**src/sv/wsp_pkg.sv**
```systemverilog
// Package: shared constants, codes, types and the note base table of the wavetable player.
`timescale 1ns / 1ps
package wsp_pkg;

	// Default sizing handed to the top level
	localparam int DEF_MAX_LEN_LOG2    = 10;
	localparam int DEF_PHASE_FRAC_BITS = 20;

	// Fixed sizing
	localparam int NUM_SEGMENTS  = 4;
	localparam int SEL_W         = 2;
	localparam int SAMPLE_W      = 14;
	localparam int MIX_W         = 24;
	localparam int OUT_W         = 25;
	localparam int SUM_W         = 29;
	localparam int RATE_W        = 8;
	localparam int CFG_IDX_W     = 3;
	localparam int CFG_DATA_W    = 8;
	localparam int ROM_W         = 18;
	localparam int ROW_MAX       = 10;
	localparam int ROM_SCALE_LOG2 = 30;
	localparam int MIN_LEN_LOG2  = 4;

	// Division by twelve for notes below 132: (n * 171) >> 11
	localparam int DIV12_MUL   = 171;
	localparam int DIV12_SHIFT = 11;
	localparam int NOTE_MAX    = 131;

	// Saturation bounds of the output word
	localparam logic signed [SUM_W-1:0] OUT_MAX = SUM_W'(16777215);
	localparam logic signed [SUM_W-1:0] OUT_MIN = -SUM_W'(16777216);

	// Request codes
	localparam logic [1:0] REQ_WRITE    = 2'd0;
	localparam logic [1:0] REQ_NOTE_ON  = 2'd1;
	localparam logic [1:0] REQ_NOTE_OFF = 2'd2;
	localparam logic [1:0] REQ_SAMPLE   = 2'd3;

	// Segment codes
	localparam logic [2:0] SEG_ATTACK  = 3'd0;
	localparam logic [2:0] SEG_DECAY   = 3'd1;
	localparam logic [2:0] SEG_SUSTAIN = 3'd2;
	localparam logic [2:0] SEG_RELEASE = 3'd3;
	localparam logic [2:0] SEG_DONE    = 3'd4;

	// Configuration register indexes
	localparam logic [CFG_IDX_W-1:0] CFG_BIT_DEPTH    = 3'd0;
	localparam logic [CFG_IDX_W-1:0] CFG_LEN_LOG2     = 3'd1;
	localparam logic [CFG_IDX_W-1:0] CFG_RATE_ATTACK  = 3'd2;
	localparam logic [CFG_IDX_W-1:0] CFG_RATE_DECAY   = 3'd3;
	localparam logic [CFG_IDX_W-1:0] CFG_RATE_SUSTAIN = 3'd4;
	localparam logic [CFG_IDX_W-1:0] CFG_RATE_RELEASE = 3'd5;
	localparam logic [CFG_IDX_W-1:0] CFG_TRANSPOSE    = 3'd6;

	// Segment lengths in buffers
	typedef struct packed {
		logic [RATE_W-1:0] attack;
		logic [RATE_W-1:0] decay;
		logic [RATE_W-1:0] sustain;
		logic [RATE_W-1:0] release_cnt;
	} wsp_rates_t;

	// Events handed to the envelope sequencer
	typedef struct packed {
		logic note_on;
		logic note_off;
		logic tick;
	} wsp_env_evt_t;

	// Envelope status
	typedef struct packed {
		logic [2:0] seg;
		logic       playing;
		logic       started;
	} wsp_env_t;

	// Octave-4 note increments, C through B, scaled by 2^24 / 55555
	function automatic logic [ROM_W-1:0] base_rom(input logic [3:0] k);
		logic [ROM_W-1:0] v;
		begin
			case (k)
				4'd0:    v = 18'd79016;
				4'd1:    v = 18'd83712;
				4'd2:    v = 18'd88695;
				4'd3:    v = 18'd93950;
				4'd4:    v = 18'd99537;
				4'd5:    v = 18'd105456;
				4'd6:    v = 18'd111737;
				4'd7:    v = 18'd118381;
				4'd8:    v = 18'd125418;
				4'd9:    v = 18'd132877;
				4'd10:   v = 18'd140789;
				4'd11:   v = 18'd149154;
				default: v = '0;
			endcase
			return v;
		end
	endfunction

endpackage

```
**src/sv/wsp_envelope.sv**
```systemverilog
// Envelope sequencer: segment index, buffer countdown and playback flags.
`timescale 1ns / 1ps
module wsp_envelope (
	input  logic                 clk,
	input  logic                 arst_n,
	input  wsp_pkg::wsp_env_evt_t evt,
	input  wsp_pkg::wsp_rates_t  rates,
	output wsp_pkg::wsp_env_t    cur,
	output wsp_pkg::wsp_env_t    nxt
);

	logic [2:0]                 seg_q, seg_d;
	logic [wsp_pkg::RATE_W-1:0] cnt_q, cnt_d;
	logic                       idle_q, idle_d;
	logic                       playing_q, playing_d;
	logic                       started_q, started_d;

	// Work out the state after this word
	always_comb begin
		seg_d     = seg_q;
		cnt_d     = cnt_q;
		idle_d    = idle_q;
		playing_d = playing_q;
		started_d = started_q;
		if (evt.note_on && !playing_q) begin
			seg_d     = wsp_pkg::SEG_ATTACK;
			cnt_d     = rates.attack;
			idle_d    = 1'b0;
			playing_d = 1'b1;
			started_d = 1'b1;
		end else if (evt.note_off && playing_q) begin
			seg_d     = wsp_pkg::SEG_RELEASE;
			cnt_d     = rates.release_cnt;
			idle_d    = 1'b0;
			playing_d = 1'b0;
		end else if (evt.tick && !idle_q) begin
			if (cnt_q != '0) begin
				cnt_d = cnt_q - 1'b1;
			end else begin
				// expired count: move on, reload sustain, or finish
				case (seg_q)
					wsp_pkg::SEG_ATTACK: begin
						seg_d = wsp_pkg::SEG_DECAY;
						cnt_d = rates.decay;
					end
					wsp_pkg::SEG_DECAY: begin
						seg_d = wsp_pkg::SEG_SUSTAIN;
						cnt_d = rates.sustain;
					end
					wsp_pkg::SEG_SUSTAIN: begin
						cnt_d = rates.sustain;
					end
					default: begin
						seg_d  = wsp_pkg::SEG_DONE;
						cnt_d  = '0;
						idle_d = 1'b1;
					end
				endcase
			end
		end
	end

	// Hold the envelope state
	always_ff @(posedge clk or negedge arst_n) begin
		if (!arst_n) begin
			seg_q     <= wsp_pkg::SEG_ATTACK;
			cnt_q     <= '0;
			idle_q    <= 1'b0;
			playing_q <= 1'b0;
			started_q <= 1'b0;
		end else begin
			seg_q     <= seg_d;
			cnt_q     <= cnt_d;
			idle_q    <= idle_d;
			playing_q <= playing_d;
			started_q <= started_d;
		end
	end

	assign cur = '{seg: seg_q, playing: playing_q, started: started_q};
	assign nxt = '{seg: seg_d, playing: playing_d, started: started_d};

endmodule

```
**config.mk**
```make
export PLATFORM = sky130hd
export DESIGN_NAME = wsp_envelope
export DESIGN_NICKNAME = d
export VERILOG_FILES = /design/src/sv/wsp_pkg.sv /design/src/sv/wsp_envelope.sv
export SDC_FILE = /design/constraint.sdc
export NUM_CORES = 1
export LEC_CHECK = 0
export ABC_AREA = 1
export BUFFER_PORTS_ARGS = -buffer_cell sky130_fd_sc_hd__buf_2
export CORE_MARGIN = 10
export CORE_UTILIZATION = 50
export DETAILED_ROUTE_END_ITERATION = 8
export PLACE_DENSITY_LB_ADDON = 0.25
export SLEW_MARGIN = 20
export SYNTH_ARGS = -nofsm -noshare
export SYNTH_HDL_FRONTEND = slang
export SYNTH_SLANG_ARGS = --single-unit
```
**constraint.sdc**
```tcl
create_clock -name clk -period 4.5 [get_ports clk]
set_input_delay 0.675 -clock clk [delete_from_list [all_inputs] [get_ports clk]]
set_output_delay 0.675 -clock clk [all_outputs]
set_load 0.05 [all_outputs]
```
; ---- Yosys cells after proc, flatten, opt, wreduce, memory -nomap -nowiden
; Cells that the tools add are included.
[totals]
ramBits = 0
reg_bits = 14
output_inout_bits = 10
input_bits = 37
memories = 0
mem_bits_ro = 0
latch_bits = 0
elab_cells = 39
[classes]
multipliers = 0
muxes = 18
bitwise_logic = 0
addsub = 1
eq_ne = 4
magnitude_cmp = 0
shifts = 0
reduce_logical = 11
div_mod_pow = 0
[op_table]
columns = cell, count
row1 = 8-bit two-way mux, 4
row2 = 8-bit case mux with 2 select lines, 1
row3 = 3-bit two-way mux, 4
row4 = 3-bit case mux with 3 select lines, 1
row5 = 1-bit two-way mux, 8
row6 = 8-bit nonzero test, 1
row7 = 8-bit by 1-bit subtractor with 8-bit output (second input constant), 1
row8 = 3-bit by 1-bit equality test with 1-bit output (second input constant), 1
row9 = 3-bit by 2-bit equality test with 1-bit output (second input constant), 1
row10 = 1-bit logical AND, 3
row11 = 3-bit zero test, 1
row12 = 3-bit by 1-bit != test with 1-bit output (second input constant), 1
row13 = 3-bit != test (second input constant), 1
row14 = 3-bit AND reduction, 1
row15 = 3-bit nonzero test, 1
row16 = 3-bit OR reduction, 1
row17 = 1-bit zero test, 2
row18 = 2-bit OR reduction, 1

; ---- Logic depth before layout (Yosys ltp)
[logic_depth]
depth_word = 7
ltp_mapped = 11
mapped_depth_nobuf = 11

; ---- Worst setup path after synthesis
; Ideal clock, no wire load.
[synth_path]
path_type = input-to-output
from = input evt[2] in the netlist's numbering
to = output nxt[4] in the netlist's numbering
t_arrival_ps = 1912
path_buffers = 0
required_time_ps = 3825
setup_slack_ps = 1913
cell_stages = 5
cell_sequence = nand2_2 > nand2_1 > inv_1 > nand2_1 > a21oi_1
[synth_lines]
columns = item, line_no
row1 = "start, declared", wsp_envelope.sv:6  ; input wsp_pkg::wsp_env_evt_t evt,
row2 = "end, declared", wsp_envelope.sv:9  ; output wsp_pkg::wsp_env_t nxt

==> flow_summary.toml <==
[setup_path]
timing.critical_path.max_delay_family = "simple AND/OR/NAND/NOR gates"
critPathBufInv = 3
cp-start-kind = "flip-flop"
crit_slowest_cell = "sky130_fd_sc_hd__dfrtp_1"
cp_slowest_stage_delay_ns = 0.38
setup.worst_path.end_class = "primary output"
critical_path_class = "flip-flop to primary output"
arrival_ns = 2.08
peak_fanout_along_the_critical_path = 16
worstPathCellList = "clkinv_1 -> ha_1 -> nand3_2 -> nor2_8 -> nand2_4 -> o31ai_1 -> nand2_1 -> inv_1 -> buf_2"
critPathRequiredTime_ns = 3.83

[cells_and_area]
finish.net_count = 248
layoutNonFillerInstCount = 235
antenna-diode-count = 0
final_util_pct = 63.7
final_layout_size_suffix_gt1_share_pct = 36.2
number_of_inserted_filler_cells_in_the_final_layout = 209
syn2layout_area_growth_pct = 19.4

[placement]
gp_congestion = 0.829
dp_hpwl_um = 2770
portBuffers = 46
dp_cells = 232

[synth]
synthCells = 164
yosys_warnings = 0
ranking_of_synthesized_cells_by_instance_count = "49 x sky130_fd_sc_hd__nand2_1, 19 x sky130_fd_sc_hd__inv_1, 14 x sky130_fd_sc_hd__dfrtp_1, 12 x sky130_fd_sc_hd__nand3_1, 11 x sky130_fd_sc_hd__nor2_1"
synth_top_cell_area_share_pct = 29.4
yosysUniqueCellTypes = 31
syn_area_mm2 = 0.00119
synthDominantAreaCellType = "sky130_fd_sc_hd__dfrtp_1"
top_flip_flop_cell_by_instance_count_after_synthesis = "sky130_fd_sc_hd__dfrtp_1"
ys_ff_latch = 14
synthMostInstantiatedCell = "sky130_fd_sc_hd__nand2_1"
synthesis.nets = 203
synthesis.area_per_instance_um2 = 7.26
synth_async_sr_flop_share_pct = 100
synth_seq_area_share_pct = 29.4
cell_types_occupying_the_most_area_after_synthesis = "sky130_fd_sc_hd__dfrtp_1 29%, sky130_fd_sc_hd__nand2_1 15%, sky130_fd_sc_hd__inv_1 6.0%"
synth_edf_count = 0

[sta]
layout_worst_path_cycle_share_pct = 61.3
tightest_slew_ns = 0.503
finalHoldViolCount = 0
grt_setup_unrepaired = "no"
fin_crit_ns = 2.76
fin_hold_ws_ns = 0.287
maxSlewViolCount = 0
clock.fmax_mhz = 363
report.final.setup_viol = 0
totalNegativeSetupSlack_ns = 0
worst_clock_skew_ns = 0.00486
relSlewSlack_pct = 66.4

[clock_network]
clock_sinks = 14
cts_max_path_buffers = 2
cts_tree = "done"
total_clock_buffers_created_by_cts = 3
clk_transition_reported_paths_ns = 0.08
root_buffer = "sky130_fd_sc_hd__clkbuf_4"
htree_levels = 1
postCtsSetupBuffers = 0
postCtsResizedCells = 0
clock_latency_at_the_later_pin_of_the_worst_skew_pair_ns = 0.28
holdBufCountCts = 0

[die]
core.rowCount = 17
dieHeight_um = 68.8
io_pins = 47
initial_utilization_pct = 53.3
die_area_mm2 = 0.00473
die_width_um = 68.8
placeableCoreArea_mm2 = 0.00223

[drt]
first_iter_violations = 42
wl_per_instance_um = 14.2
avgViaCountPerCell = 5.27
remaining_drc_errors = 0
detailed_routing_iterations_pass_1 = 5
dr_vias = 1239
finalWirelength_um = 3350
detail-route-antenna-nets = 0

[grt]
global_route.usage.met2_pct = 28.3
gr_ovfl_total = 0
globalRouteMet1Util_pct = 17.0
initial_antenna_violation_count = 0
grt_pass1_wl_um = 5590
first_global_vias = 1292
grtUsageTotal_pct = 15.3
grt_start_max_net_pins = 17
groute.layer.met3.usage_pct = 2.74
globalRoute.busiestLayer = "met2"

[power]
total_leakage_power_nw = 0.787
maximum_resistive_drop_on_vdd_uv = 283
pwr_density_cell_mw_per_mm2 = 406
finalPower_mw = 0.578

[worst_hold_path]
min_path_type = "input pin to async pin"

[job]
cap_violations = 0

[run_status]
outcome = "finished, final reports clean"
-- layer usage --
| layer | vias up | wire (um) |
|---|---|---|
| met5 | - | 0 |
| met4 | 0 | 78 |
| met3 | 9 | 143 |
| met2 | 51 | 1830 |
| met1 | 564 | 1300 |
| li1 | 615 | - |
-- cell usage in the layout (no fill, tap or decap), drive strengths merged --
master,instances
a221oi,5
inv,23
clkinv,1
ha,2
a22oi,4
o31ai,1
o211ai,4
or2,2
buf,46
a21oi,5
xnor2,1
dfrtp,14
nand4,1
o21ai,7
xor2,2
nand3,14
clkbuf,3
nand2,54
nor2,18
-- cell type report --
class	instances	area (um2)	share of cell area, %
repair buffers	46	230	16.2
flip-flops and latches	14	350	24.6
well taps	28	35.0	2.46
clock buffers	3	22.5	1.58
multi-input cells	120	694	48.8
inverters	24	90.1	6.33
-- through the flow --
stage	area, um2	setup WS [ns]
2_1_floorplan	1190	1.91
3_3_place_gp	1400	2.11
3_5_place_dp	1400	2.03
4_1_cts	1420	1.74
5_1_grt	1420	1.54
6_report	1420	1.74
-- final timing paths --
path,endpoint,cells after the start,slack [ns],from
max,nxt[3],9,1.74,cnt_q[0]
min,seg_q[2],1,0.29,arst_n
max reg2reg,cnt_q[6],9,2.80,playing_q
min reg2reg,started_q,1,0.52,started_q
max in group asynchronous,cnt_q[5],1,3.95,arst_n
min in group clk,started_q,1,0.52,started_q
-- power breakdown --
part / switching, mW / leakage [nW] / internal, mW
registers: 0.0369 / 0.166 / 0.157
logic: 0.206 / 0.607 / 0.107
clock network: 0.0400 / 0.0138 / 0.0311
-- cells by family (layout without fill, tap and decap cells) --
group | count (synthesis) | count (layout) | synth area share, %
xor+xnor | 3 | 3 | 2.21
simple gates | 89 | 89 | 37.2
buf+inv | 30 | 73 | 12.3
fa+ha+maj | 2 | 2 | 2.10
flops | 14 | 14 | 29.4
compound gates | 26 | 26 | 16.8
-- sequential cells by signal, indices dropped and copies added (netlist names) --
name,cells
cnt_q,8
idle_q,1
playing_q,1
seg_q,3
started_q,1
No activity file was read; power rests on OpenSTA's default activity.
